`config.mk`:
```
export PLATFORM = sky130hd
export DESIGN_NAME = multi_slot_event_timer_unit
export DESIGN_NICKNAME = d
export VERILOG_FILES = /design/src/rtl/core/mset_pkg.sv /design/src/rtl/core/mset_ram.sv /design/src/rtl/core/mset_obuf.sv /design/src/rtl/core/multi_slot_event_timer_unit.sv
export SDC_FILE = /design/constraint.sdc
export NUM_CORES = 1
export LEC_CHECK = 0
export BUFFER_PORTS_ARGS = -buffer_cell sky130_fd_sc_hd__clkbuf_2
export CAP_MARGIN = 15
export CELL_PAD_IN_SITES_DETAIL_PLACEMENT = 1
export CELL_PAD_IN_SITES_GLOBAL_PLACEMENT = 2
export CORE_MARGIN = 2
export CORE_UTILIZATION = 46
export DETAILED_ROUTE_END_ITERATION = 8
export GPL_TIMING_DRIVEN = 0
export MAX_ROUTING_LAYER = met4
export PLACE_DENSITY = 0.84
export SKIP_CTS_REPAIR_TIMING = 1
export SLEW_MARGIN = 20
export SYNTH_ARGS = -nofsm -noshare
export SYNTH_HDL_FRONTEND = slang
export SYNTH_SLANG_ARGS = --single-unit
```
`constraint.sdc`:
```
create_clock -name i_clk -period 8.9 [get_ports i_clk]
set_clock_uncertainty 0.15 [all_clocks]
set_input_delay 0.89 -clock i_clk [delete_from_list [all_inputs] [get_ports i_clk]]
set_output_delay 0.89 -clock i_clk [all_outputs]
set_load 0.05 [all_outputs]
```
`src/rtl/core/mset_pkg.sv`:
```
// ----------------------------------------------------------------------------
// mset_pkg
// Shared types and constants for the multi-slot event timer unit.
// ----------------------------------------------------------------------------
package mset_pkg;

    localparam int NUM_SLOTS = 8;
    localparam int SLOT_AW   = (NUM_SLOTS > 1) ? $clog2(NUM_SLOTS) : 1;
    localparam int CNT_W     = 32;
    localparam int TAG_W     = 8;
    localparam int IDX_W     = 6;

    localparam logic [1:0] REQ_TICK  = 2'd0;
    localparam logic [1:0] REQ_REG   = 2'd1;
    localparam logic [1:0] REQ_CLEAR = 2'd2;

    localparam logic [1:0] KIND_TICK  = 2'd0;
    localparam logic [1:0] KIND_REG   = 2'd1;
    localparam logic [1:0] KIND_CLEAR = 2'd2;

    typedef struct packed {
        logic [CNT_W-1:0] cnt;
        logic [CNT_W-1:0] rld;
        logic [TAG_W-1:0] tag;
    } t_slot_word;

    typedef struct packed {
        logic [1:0]       kind;
        logic             fired;
        logic             success;
        logic [IDX_W-1:0] slot;
        logic [TAG_W-1:0] tag;
        logic             last;
    } t_result;

endpackage

```
`src/rtl/core/mset_ram.sv`:
```
// ----------------------------------------------------------------------------
// mset_ram
// Generic single-write, single-read memory with a registered read port.
// ----------------------------------------------------------------------------
module mset_ram #(
    parameter int  WIDTH = 8,
    parameter int  DEPTH = 8,
    localparam int AW    = (DEPTH > 1) ? $clog2(DEPTH) : 1
) (
    input  logic             i_clk,
    input  logic             i_we,
    input  logic [AW-1:0]    i_waddr,
    input  logic [WIDTH-1:0] i_wdata,
    input  logic             i_re,
    input  logic [AW-1:0]    i_raddr,
    output logic [WIDTH-1:0] o_rdata
);

    logic [WIDTH-1:0] r_mem [DEPTH];
    logic [WIDTH-1:0] r_rdata;

    always_ff @(posedge i_clk) begin
        if (i_we) begin
            r_mem[i_waddr] <= i_wdata;
        end
        if (i_re) begin
            r_rdata <= r_mem[i_raddr];
        end
    end

    assign o_rdata = r_rdata;

endmodule

```
`src/rtl/core/mset_obuf.sv`:
```
// ----------------------------------------------------------------------------
// mset_obuf
// Two-entry result queue that decouples the slot engine from the output port.
// ----------------------------------------------------------------------------
module mset_obuf (
    input  logic              i_clk,
    input  logic              i_rst_n,
    input  logic              i_push,
    input  mset_pkg::t_result i_word,
    output logic              o_full,
    output logic              o_valid,
    input  logic              i_stall,
    output mset_pkg::t_result o_word
);

    mset_pkg::t_result r_mem [2];
    logic              r_wp;
    logic              r_rp;
    logic [1:0]        r_cnt;
    logic              w_push;
    logic              w_pop;

    assign o_full  = (r_cnt == 2'd2);
    assign o_valid = (r_cnt != 2'd0);
    assign o_word  = r_mem[r_rp];
    assign w_push  = i_push && !o_full;
    assign w_pop   = o_valid && !i_stall;

    always_ff @(posedge i_clk) begin
        if (w_push) begin
            r_mem[r_wp] <= i_word;
        end
    end

    always_ff @(posedge i_clk) begin
        if (!i_rst_n) begin
            r_wp  <= 1'b0;
            r_rp  <= 1'b0;
            r_cnt <= 2'd0;
        end else begin
            if (w_push) begin
                r_wp <= !r_wp;
            end
            if (w_pop) begin
                r_rp <= !r_rp;
            end
            case ({w_push, w_pop})
                2'b10:   r_cnt <= r_cnt + 2'd1;
                2'b01:   r_cnt <= r_cnt - 2'd1;
                default: r_cnt <= r_cnt;
            endcase
        end
    end

endmodule

```
`src/rtl/core/multi_slot_event_timer_unit.sv`:
```
// Register and clear words push their reply into the result queue as they are accepted.
// A tick walks every slot: a free slot takes a read state only, each used slot a read
// and an update state, and a full result queue can hold a firing update and the end state.
// Words are taken one at a time; a new word waits while a tick runs or the queue is full.
// Reset is synchronous and active low; it frees every slot and empties the result queue.
// The slot memory itself is not cleared and needs no clearing pass.
// ----------------------------------------------------------------------------
// multi_slot_event_timer_unit
// Timer slot table with a read-modify-write slot memory and a result queue.
// ----------------------------------------------------------------------------
module multi_slot_event_timer_unit (
    input  logic        i_clk,
    input  logic        i_rst_n,
    input  logic        i_in_valid,
    output logic        o_in_stall,
    input  logic [1:0]  i_req_type,
    input  logic [31:0] i_ticks_from_now,
    input  logic [31:0] i_reload_value,
    input  logic [7:0]  i_event_tag,
    output logic        o_out_valid,
    input  logic        i_out_stall,
    output logic [1:0]  o_reply_kind,
    output logic        o_fired,
    output logic        o_success,
    output logic [5:0]  o_slot_index,
    output logic [7:0]  o_fired_tag,
    output logic        o_last
);

    localparam logic [1:0] S_IDLE = 2'd0;
    localparam logic [1:0] S_RD   = 2'd1;
    localparam logic [1:0] S_UPD  = 2'd2;
    localparam logic [1:0] S_END  = 2'd3;

    localparam logic [mset_pkg::SLOT_AW-1:0] LAST_IDX =
        mset_pkg::SLOT_AW'(mset_pkg::NUM_SLOTS - 1);

    logic [1:0]                      r_state, n_state;
    logic [mset_pkg::SLOT_AW-1:0]    r_idx, n_idx;
    logic [mset_pkg::NUM_SLOTS-1:0]  r_used, n_used;
    mset_pkg::t_result               r_pend, n_pend;
    logic                            r_pend_v, n_pend_v;

    logic                            w_accept;
    logic                            w_free_found;
    logic [mset_pkg::SLOT_AW-1:0]    w_free_idx;
    logic                            w_we;
    logic [mset_pkg::SLOT_AW-1:0]    w_waddr;
    mset_pkg::t_slot_word            w_wdata;
    logic                            w_re;
    mset_pkg::t_slot_word            w_rdata;
    logic                            w_push;
    mset_pkg::t_result               w_push_word;
    logic                            w_full;
    mset_pkg::t_result               w_out_word;

    assign o_in_stall = (r_state != S_IDLE) || w_full;
    assign w_accept   = i_in_valid && !o_in_stall;

    always_comb begin
        w_free_found = 1'b0;
        w_free_idx   = '0;
        for (int i = mset_pkg::NUM_SLOTS - 1; i >= 0; i--) begin
            if (!r_used[i]) begin
                w_free_found = 1'b1;
                w_free_idx   = mset_pkg::SLOT_AW'(i);
            end
        end
    end

    mset_ram #(
        .WIDTH ($bits(mset_pkg::t_slot_word)),
        .DEPTH (mset_pkg::NUM_SLOTS)
    ) u_slot_ram (
        .i_clk   (i_clk),
        .i_we    (w_we),
        .i_waddr (w_waddr),
        .i_wdata (w_wdata),
        .i_re    (w_re),
        .i_raddr (r_idx),
        .o_rdata (w_rdata)
    );

    always_comb begin
        n_state     = r_state;
        n_idx       = r_idx;
        n_used      = r_used;
        n_pend      = r_pend;
        n_pend_v    = r_pend_v;
        w_we        = 1'b0;
        w_waddr     = r_idx;
        w_wdata     = w_rdata;
        w_re        = 1'b0;
        w_push      = 1'b0;
        w_push_word = '0;

        unique case (r_state)
            S_IDLE: begin
                if (w_accept) begin
                    unique case (i_req_type)
                        mset_pkg::REQ_TICK: begin
                            n_idx    = '0;
                            n_pend_v = 1'b0;
                            n_state  = S_RD;
                        end
                        mset_pkg::REQ_REG: begin
                            w_push           = 1'b1;
                            w_push_word.kind = mset_pkg::KIND_REG;
                            w_push_word.last = 1'b1;
                            if (w_free_found) begin
                                w_we                 = 1'b1;
                                w_waddr              = w_free_idx;
                                w_wdata.cnt          = i_ticks_from_now;
                                w_wdata.rld          = i_reload_value;
                                w_wdata.tag          = i_event_tag;
                                n_used[w_free_idx]   = 1'b1;
                                w_push_word.success  = 1'b1;
                                w_push_word.slot     = mset_pkg::IDX_W'(w_free_idx);
                            end
                        end
                        mset_pkg::REQ_CLEAR: begin
                            n_used           = '0;
                            w_push           = 1'b1;
                            w_push_word.kind = mset_pkg::KIND_CLEAR;
                            w_push_word.last = 1'b1;
                        end
                        default: begin
                        end
                    endcase
                end
            end
            S_RD: begin
                if (r_used[r_idx]) begin
                    w_re    = 1'b1;
                    n_state = S_UPD;
                end else if (r_idx == LAST_IDX) begin
                    n_state = S_END;
                end else begin
                    n_idx = r_idx + 1'b1;
                end
            end
            S_UPD: begin
                if (!((w_rdata.cnt == '0) && r_pend_v && w_full)) begin
                    if (w_rdata.cnt == '0) begin
                        w_push      = r_pend_v;
                        w_push_word = r_pend;
                        n_pend_v    = 1'b1;
                        n_pend      = '0;
                        n_pend.kind  = mset_pkg::KIND_TICK;
                        n_pend.fired = 1'b1;
                        n_pend.slot  = mset_pkg::IDX_W'(r_idx);
                        n_pend.tag   = w_rdata.tag;
                        if (w_rdata.rld != '0) begin
                            w_we        = 1'b1;
                            w_wdata.cnt = w_rdata.rld - 1'b1;
                        end else begin
                            n_used[r_idx] = 1'b0;
                        end
                    end else begin
                        w_we        = 1'b1;
                        w_wdata.cnt = w_rdata.cnt - 1'b1;
                    end
                    if (r_idx == LAST_IDX) begin
                        n_state = S_END;
                    end else begin
                        n_idx   = r_idx + 1'b1;
                        n_state = S_RD;
                    end
                end
            end
            S_END: begin
                if (!w_full) begin
                    w_push = 1'b1;
                    if (r_pend_v) begin
                        w_push_word = r_pend;
                    end else begin
                        w_push_word.kind = mset_pkg::KIND_TICK;
                    end
                    w_push_word.last = 1'b1;
                    n_pend_v         = 1'b0;
                    n_state          = S_IDLE;
                end
            end
            default: begin
                n_state = S_IDLE;
            end
        endcase
    end

    always_ff @(posedge i_clk) begin
        if (!i_rst_n) begin
            r_state  <= S_IDLE;
            r_idx    <= '0;
            r_used   <= '0;
            r_pend_v <= 1'b0;
        end else begin
            r_state  <= n_state;
            r_idx    <= n_idx;
            r_used   <= n_used;
            r_pend_v <= n_pend_v;
        end
    end

    always_ff @(posedge i_clk) begin
        r_pend <= n_pend;
    end

    mset_obuf u_obuf (
        .i_clk   (i_clk),
        .i_rst_n (i_rst_n),
        .i_push  (w_push),
        .i_word  (w_push_word),
        .o_full  (w_full),
        .o_valid (o_out_valid),
        .i_stall (i_out_stall),
        .o_word  (w_out_word)
    );

    assign o_reply_kind = w_out_word.kind;
    assign o_fired      = w_out_word.fired;
    assign o_success    = w_out_word.success;
    assign o_slot_index = w_out_word.slot;
    assign o_fired_tag  = w_out_word.tag;
    assign o_last       = w_out_word.last;

    a_busy_stalls: assert property (@(posedge i_clk) disable iff (!i_rst_n)
        (r_state != S_IDLE) |-> o_in_stall)
        else $error("input taken while a tick is in progress");

    a_no_overflow: assert property (@(posedge i_clk) disable iff (!i_rst_n)
        w_push |-> !w_full)
        else $error("result pushed into a full queue");

    a_update_used: assert property (@(posedge i_clk) disable iff (!i_rst_n)
        (r_state == S_UPD) |-> r_used[r_idx])
        else $error("update of a free slot");

    a_pend_idle: assert property (@(posedge i_clk) disable iff (!i_rst_n)
        (r_state == S_IDLE) |-> !r_pend_v)
        else $error("pending fire result left behind after a tick");

endmodule

```
==> flow_summary.yaml, run 1 <==
critical_path:
  reg2reg_depth: 13
  end_kind: "register"
  worstSetupPathType: "register to register"
  worst-path-max-fanout: 9
  critPathLaunchType: "register"
  crit_arrival_ns: 4.91
  cp.required_ns: 9.09
  rrSetupSlack_ns: 4.18
clock_tree:
  cts-root-buf: "clkbuf_16"
  cts_buffers: 77
  path_clk_slew_ns: 0.06
  cts_buffer_depth: 3
  h-tree-depth: 3
  cts_tree: "done"
  cts.sinks: 710
  clk-insertion-delay-late_ns: 0.66
synthesis:
  netlist_area_sq_um: 28400
  ys.flop_type: "edfxtp_1"
  synth-seq-cells: 710
  synth_area_leaders: "edfxtp_1, a22oi_1, nand2_1, nand4_1, dfxtp_1"
  yosys.area.top_type_share: 0.732
  synth_top_cell_by_area: "edfxtp_1"
  synth_common_cells: "edfxtp_1, a22oi_1, nand2_1"
  ys_warn_count: 0
  synthDistinctLibCells: 91
  synth_cells: 1814
  synth-edff-count: 691
  synth_seq_area_share: 0.745
  syn_area_per_cell_sq_um: 15.6
  ys_async_sr_fraction: 0
  yosysMostFrequentCell: "edfxtp_1"
routing:
  postRouteAntennaNets: 0
  drtPass1Iterations: 5
  drt-total-wl_um: 99300
  drc: 0
  wl_per_cell_um: 34.0
  vias: 19100
  drt-vias-per-instance: 6.55
  drt_iter0_markers: 2400
job:
  drv_cap: 0
min_path:
  hold_class: "register to register"
  holdPathStages: 0
floorplan:
  die_x_um: 252
  die_area_sq_um: 63600
  coreArea_sq_um: 61400
  dieHeight_um: 252
  io_pins: 99
  start_util: 0.462
  fp-row-count: 91
cells_and_area:
  fin_nets: 2162
  area_delta_synth_final_pct: 17.3
  layout-drive-gt1-share: 0.187
power:
  total_power_w: 0.00815
  powerDensity_nw_per_um2: 245
  peakVddDrop_mv: 0.148
  power_leakage_nw: 11.0
placement:
  dp_hpwl_um: 68800
  port_buffers: 94
  place_ws_ns: 4.12
  gp_congestion: 0.935
timing:
  slew_viol_final: 0
  setup_viol: 0
  max_freq_mhz: 212
  period_minus_slack_ns: 4.72
  rsz0062_at_grt: "no"
  worstMarginPinSlew_ns: 1.22
  setup_ws_ns: 4.18
  hold_ws_ns: 0.306
  max_slew_margin: 0.185
  min_period_over_period: 0.530
  finalHoldViolCount: 0
status:
  status: "complete, no violations"
global_route:
  grtUsageTotal: 0.323
  antenna_found_initial: 2
  grt_pass1_wl_um: 140000
  grt_max_degree: 32
  grt_pass1_vias: 19600
  gr-total-overflow: 0
flip-flops by register name, summed over array words and instances, names as in the netlist, 2 cells and up, named ones only:
signal,count
r_idx,3
r_pend,11
r_state,2
r_used,8
u_obuf.r_cnt,2
u_obuf.r_mem,32
u_slot_ram.o_rdata,72
u_slot_ram.r_mem,576
layout by cell type (no fill, tap or decap), types with 9 or more instances in the layout:
cell type  instances
a21oi_1           20
a221o_1           15
a22oi_1          300
and2_1            16
and3_1            10
buf_1             12
buf_2             10
buf_4             55
buf_6             26
clkbuf_1          83
clkbuf_16         81
clkbuf_2         105
clkinv_1           9
clkinv_2          18
dfxtp_1           19
edfxtp_1         691
ha_1              14
inv_1             18
mux2_2            16
nand2_1          159
nand2b_1          10
nand3_1           15
nand4_1           85
nor2_1            53
nor3_1            21
nor3_2             9
nor4_1            11
o21ai_0           17
xnor2_1           25
xor2_1            23
per-stage QoR:
| step | cells | area (sq um) | util | TNS (ns) |
|---|---|---|---|---|
| final | 2922 | 33200 | 0.542 | 0 |
| after global routing | 2922 | 33200 | 0.542 | 0 |
| after CTS | 2921 | 33200 | 0.542 | 0 |
| after detailed placement | 2781 | 30800 | 0.501 | 0 |
| after global placement | 2700 | 29800 | 0.486 | -2575.93 |
| after floorplan | 1816 | 28400 | - | 0 |
worst paths after layout:
| path | start | to |
|---|---|---|
| hold reg to reg | u_slot_ram.o_rdata[2]$_DFFE_PP_ | r_pend[3]$_DFFE_PP_ |
| hold / removal | u_slot_ram.o_rdata[2]$_DFFE_PP_ | r_pend[3]$_DFFE_PP_ |
| setup reg to reg | r_state[1]$_SDFFE_PN0P_ | u_slot_ram.r_mem[7][11]$_DFFE_PP_ |
| setup / recovery | r_state[1]$_SDFFE_PN0P_ | u_slot_ram.r_mem[7][11]$_DFFE_PP_ |
cell families (layout without fill, tap and decap cells):
| family | count (synthesis) | count (layout) | synth area share |
|---|---|---|---|
| AO/OA/AOI/OAI | 443 | 443 | 0.120 |
| XOR/XNOR | 48 | 48 | 0.0148 |
| adder cells (fa/ha/maj) | 14 | 14 | 0.00618 |
| buffers and inverters | 127 | 442 | 0.0189 |
| flip-flops | 710 | 710 | 0.745 |
| multiplexers | 19 | 19 | 0.00785 |
| other | 1 | 4 | 0.000132 |
| AND/OR/NAND/NOR | 452 | 452 | 0.0869 |
per-layer routing:
metal / GRT usage / vias to the layer above / part of all wire
li1: - / 7854 / -
met1: 0.410 / 9863 / 0.39
met2: 0.510 / 1157 / 0.48
met3: 0.0532 / 257 / 0.089
met4: 0.154 / 0 / 0.050
met5: - / - / 0
critical path, stage by stage, from the launching register on:
cell and delay, ns:
dfxtp_1 0.36, inv_1 0.12, ha_1 0.36, and2_1 0.27, o2111a_1 0.19, clkbuf_1 0.45
nand2_1 0.10, a21oi_1 0.37, a21oi_1 0.22, nor3b_2 0.85, buf_4 0.34, buf_6 0.19
buf_4 0.20, buf_4 0.22
cell type report:
type / count / area, sq um
timing repair buffer: 175 / 1320
sequential: 710 / 21100
fill: 5814 / 28100
inverter: 18 / 67.6
antenna: 1 / 2.50
multi-input combinational: 979 / 6770
buffer: 109 / 484
tap: 790 / 988
clock buffer: 97 / 2090
clock inverter: 43 / 400
where the power goes:
part	switching, W	internal (W)
clock network	0.00135	0.00184
logic	0.000702	0.000287
registers	0.0000551	0.00392
total	0.00210	0.00605
(Power assumes the default switching activity.)
==> run 2: changes to the inputs <==
ABC_AREA = 1   (was unset)
CORE_UTILIZATION = 40   (was 46)
PLACE_DENSITY = 0.81   (was 0.84)
clock period = 3.89 ns   (was 8.9 ns; I/O delays follow)
==> flow_summary.yaml, run 2 <==
status:
  status: "complete, no violations"
global_route:
  grt_max_degree: 55
  antenna_found_initial: 3
  grtUsageTotal: 0.287
  gr-total-overflow: 0
  grt_pass1_vias: 20900
  grt_pass1_wl_um: 148000
min_path:
  hold_class: "input port to register"
cells_and_area:
  top_register: "u_slot_ram.r_mem"
  utilization: 0.468
  final_common_cell: "edfxtp_1"
  layout-drive-gt1-share: 0.144
  mostFrequentLayoutCells: "edfxtp_1, nand2_1, nor2_1"
  fillCellCount: 7460
  largest_reg_flops: 576
  layout.area.seq_sq_um: 21100
  stdcell_area_sq_um: 34000
  fin_nets: 2563
  area_delta_synth_final_pct: 16.4
  multiInputGateArea_sq_um: 7230
routing:
  postRouteAntennaNets: 0
  drt-total-wl_um: 104000
  drt-vias-per-instance: 5.87
  vias: 20500
  drtPass1Iterations: 5
  drc: 0
  drt_iter0_markers: 2602
  wl_per_cell_um: 29.9
synthesis:
  syn_area_per_cell_sq_um: 12.9
  yosys-mux-area-fraction: 0.00616
  ys_async_sr_fraction: 0
  synth-edff-count: 691
  synthSimpleGateAreaFrac: 0.130
  ys_warn_count: 0
  synth_common_cells: "edfxtp_1, nand2_1, nor2_1"
  synth_cells: 2263
  synth_fa_ha_area_frac: 0.00599
  netlist_area_sq_um: 29300
  synthDistinctLibCells: 44
  synth_seq_area_share: 0.722
  synth_top_family_by_area: "simple AND/OR/NAND/NOR gates"
  yosys.area.top_type_share: 0.709
  synth-xor-area-share: 0.00928
  synth-seq-cells: 710
  synth-compound-area-share: 0.0930
  ys.flop_type: "edfxtp_1"
  synth_top_cell_by_area: "edfxtp_1"
  yosysMostFrequentCell: "edfxtp_1"
  synth_area_leaders: "edfxtp_1, nand2_1, a22oi_1, nand4_1, nor2_1"
floorplan:
  coreArea_sq_um: 72700
  die_x_um: 274
  die_area_sq_um: 75300
  fp-row-count: 99
  start_util: 0.402
  dieHeight_um: 274
  io_pins: 99
timing:
  worstMarginPinSlew_ns: 1.26
  slew_viol_final: 0
  hold_ws_ns: 0.0618
  setup_viol: 0
  max_slew_margin: 0.153
  rsz0062_at_grt: "no"
  tns_ns: 0
  min_period_over_period: 0.957
  max_freq_mhz: 269
  finalHoldViolCount: 0
  period_minus_slack_ns: 3.72
placement:
  port_buffers: 95
  dp_hpwl_um: 71900
  post_dp_cell_area_sq_um: 31600
  gp_congestion: 0.929
job:
  drv_cap: 0
power:
  power_leakage_nw: 11.7
  powerDensity_nw_per_um2: 587
  peakVddDrop_mv: 0.443
  total_power_w: 0.0200
critical_path:
  cp.required_ns: 4.23
  critPathLaunchType: "register"
  worstSetupPathType: "register to register"
  worst-path-max-fanout: 10
  crit_arrival_ns: 4.06
  end_kind: "register"
clock_tree:
  cts_buffer_depth: 3
  cts.sinks: 710
  cts_tree: "done"
  cts-root-buf: "clkbuf_16"
  clk-insertion-delay-late_ns: 0.65
  path_clk_slew_ns: 0.06
  h-tree-depth: 3
  cts_buffers: 75
==> run 2: layer usage <==
| layer | wire, um | vias up | part of all wire | global-route usage |
|---|---|---|---|---|
| met5 | 0 | - | 0 | - |
| met2 | 48900 | 928 | 0.47 | 0.449 |
| met3 | 7850 | 196 | 0.075 | 0.0442 |
| met4 | 3950 | 0 | 0.038 | 0.102 |
| li1 | - | 8816 | - | - |
| met1 | 43800 | 10600 | 0.42 | 0.381 |
==> run 2: through the flow <==
stage / setup slack, ns / instances
final: 0.168 / 3490
after global routing: 0.106 / 3488
after CTS: 0.119 / 3484
after detailed placement: 0.139 / 3349
after global placement: -3.28 / 3319
after floorplan: 0.0845 / 2265
==> run 2: cells by family (layout without fill, tap and decap cells) <==
| family | Yosys count | after routing |
|---|---|---|
| mux | 16 | 16 |
| other cells | 1 | 5 |
| fa+ha+maj | 14 | 14 |
| buf+inv | 237 | 501 |
| compound gates | 390 | 390 |
| xor+xnor | 31 | 31 |
| simple gates | 864 | 864 |
| flops | 710 | 710 |
==> run 2: final cells by class <==
cell class | count | share of cell area
clock buffer | 88 | 0.0566
antenna | 2 | 0.000147
sequential | 710 | 0.621
clock inverter | 47 | 0.0134
buffer | 96 | 0.0129
inverter | 141 | 0.0161
multi-input combinational | 1318 | 0.212
tap | 959 | 0.0352
timing repair buffer | 129 | 0.0325
==> run 2: critical path, stage by stage (launching register included) <==
cell and delay (ns):
dfxtp_1 0.55, inv_2 0.19, nor3_2 0.98, buf_2 0.53, buf_1 0.79, a22oi_1 0.18
nand4_1 0.19
==> run 2: path summary, 6_finish.rpt <==
check,from,end,slack (ns),cells past startpoint
setup / recovery,r_idx[2]$_SDFFE_PN0P_,u_slot_ram.o_rdata[57]$_DFFE_PP_,0.17,6
hold / removal,i_event_tag[6],u_slot_ram.r_mem[0][6]$_DFFE_PP_,0.06,3
setup reg to reg,r_idx[2]$_SDFFE_PN0P_,u_slot_ram.o_rdata[57]$_DFFE_PP_,0.17,6
hold reg to reg,u_slot_ram.o_rdata[1]$_DFFE_PP_,r_pend[2]$_DFFE_PP_,0.32,0
==> run 2: where the power goes <==
part           total (W)  internal, W  switching, W
combinational    0.00358     0.000890       0.00269
sequential       0.00935      0.00918      0.000174
clock            0.00704      0.00397       0.00307
total             0.0200       0.0140       0.00594
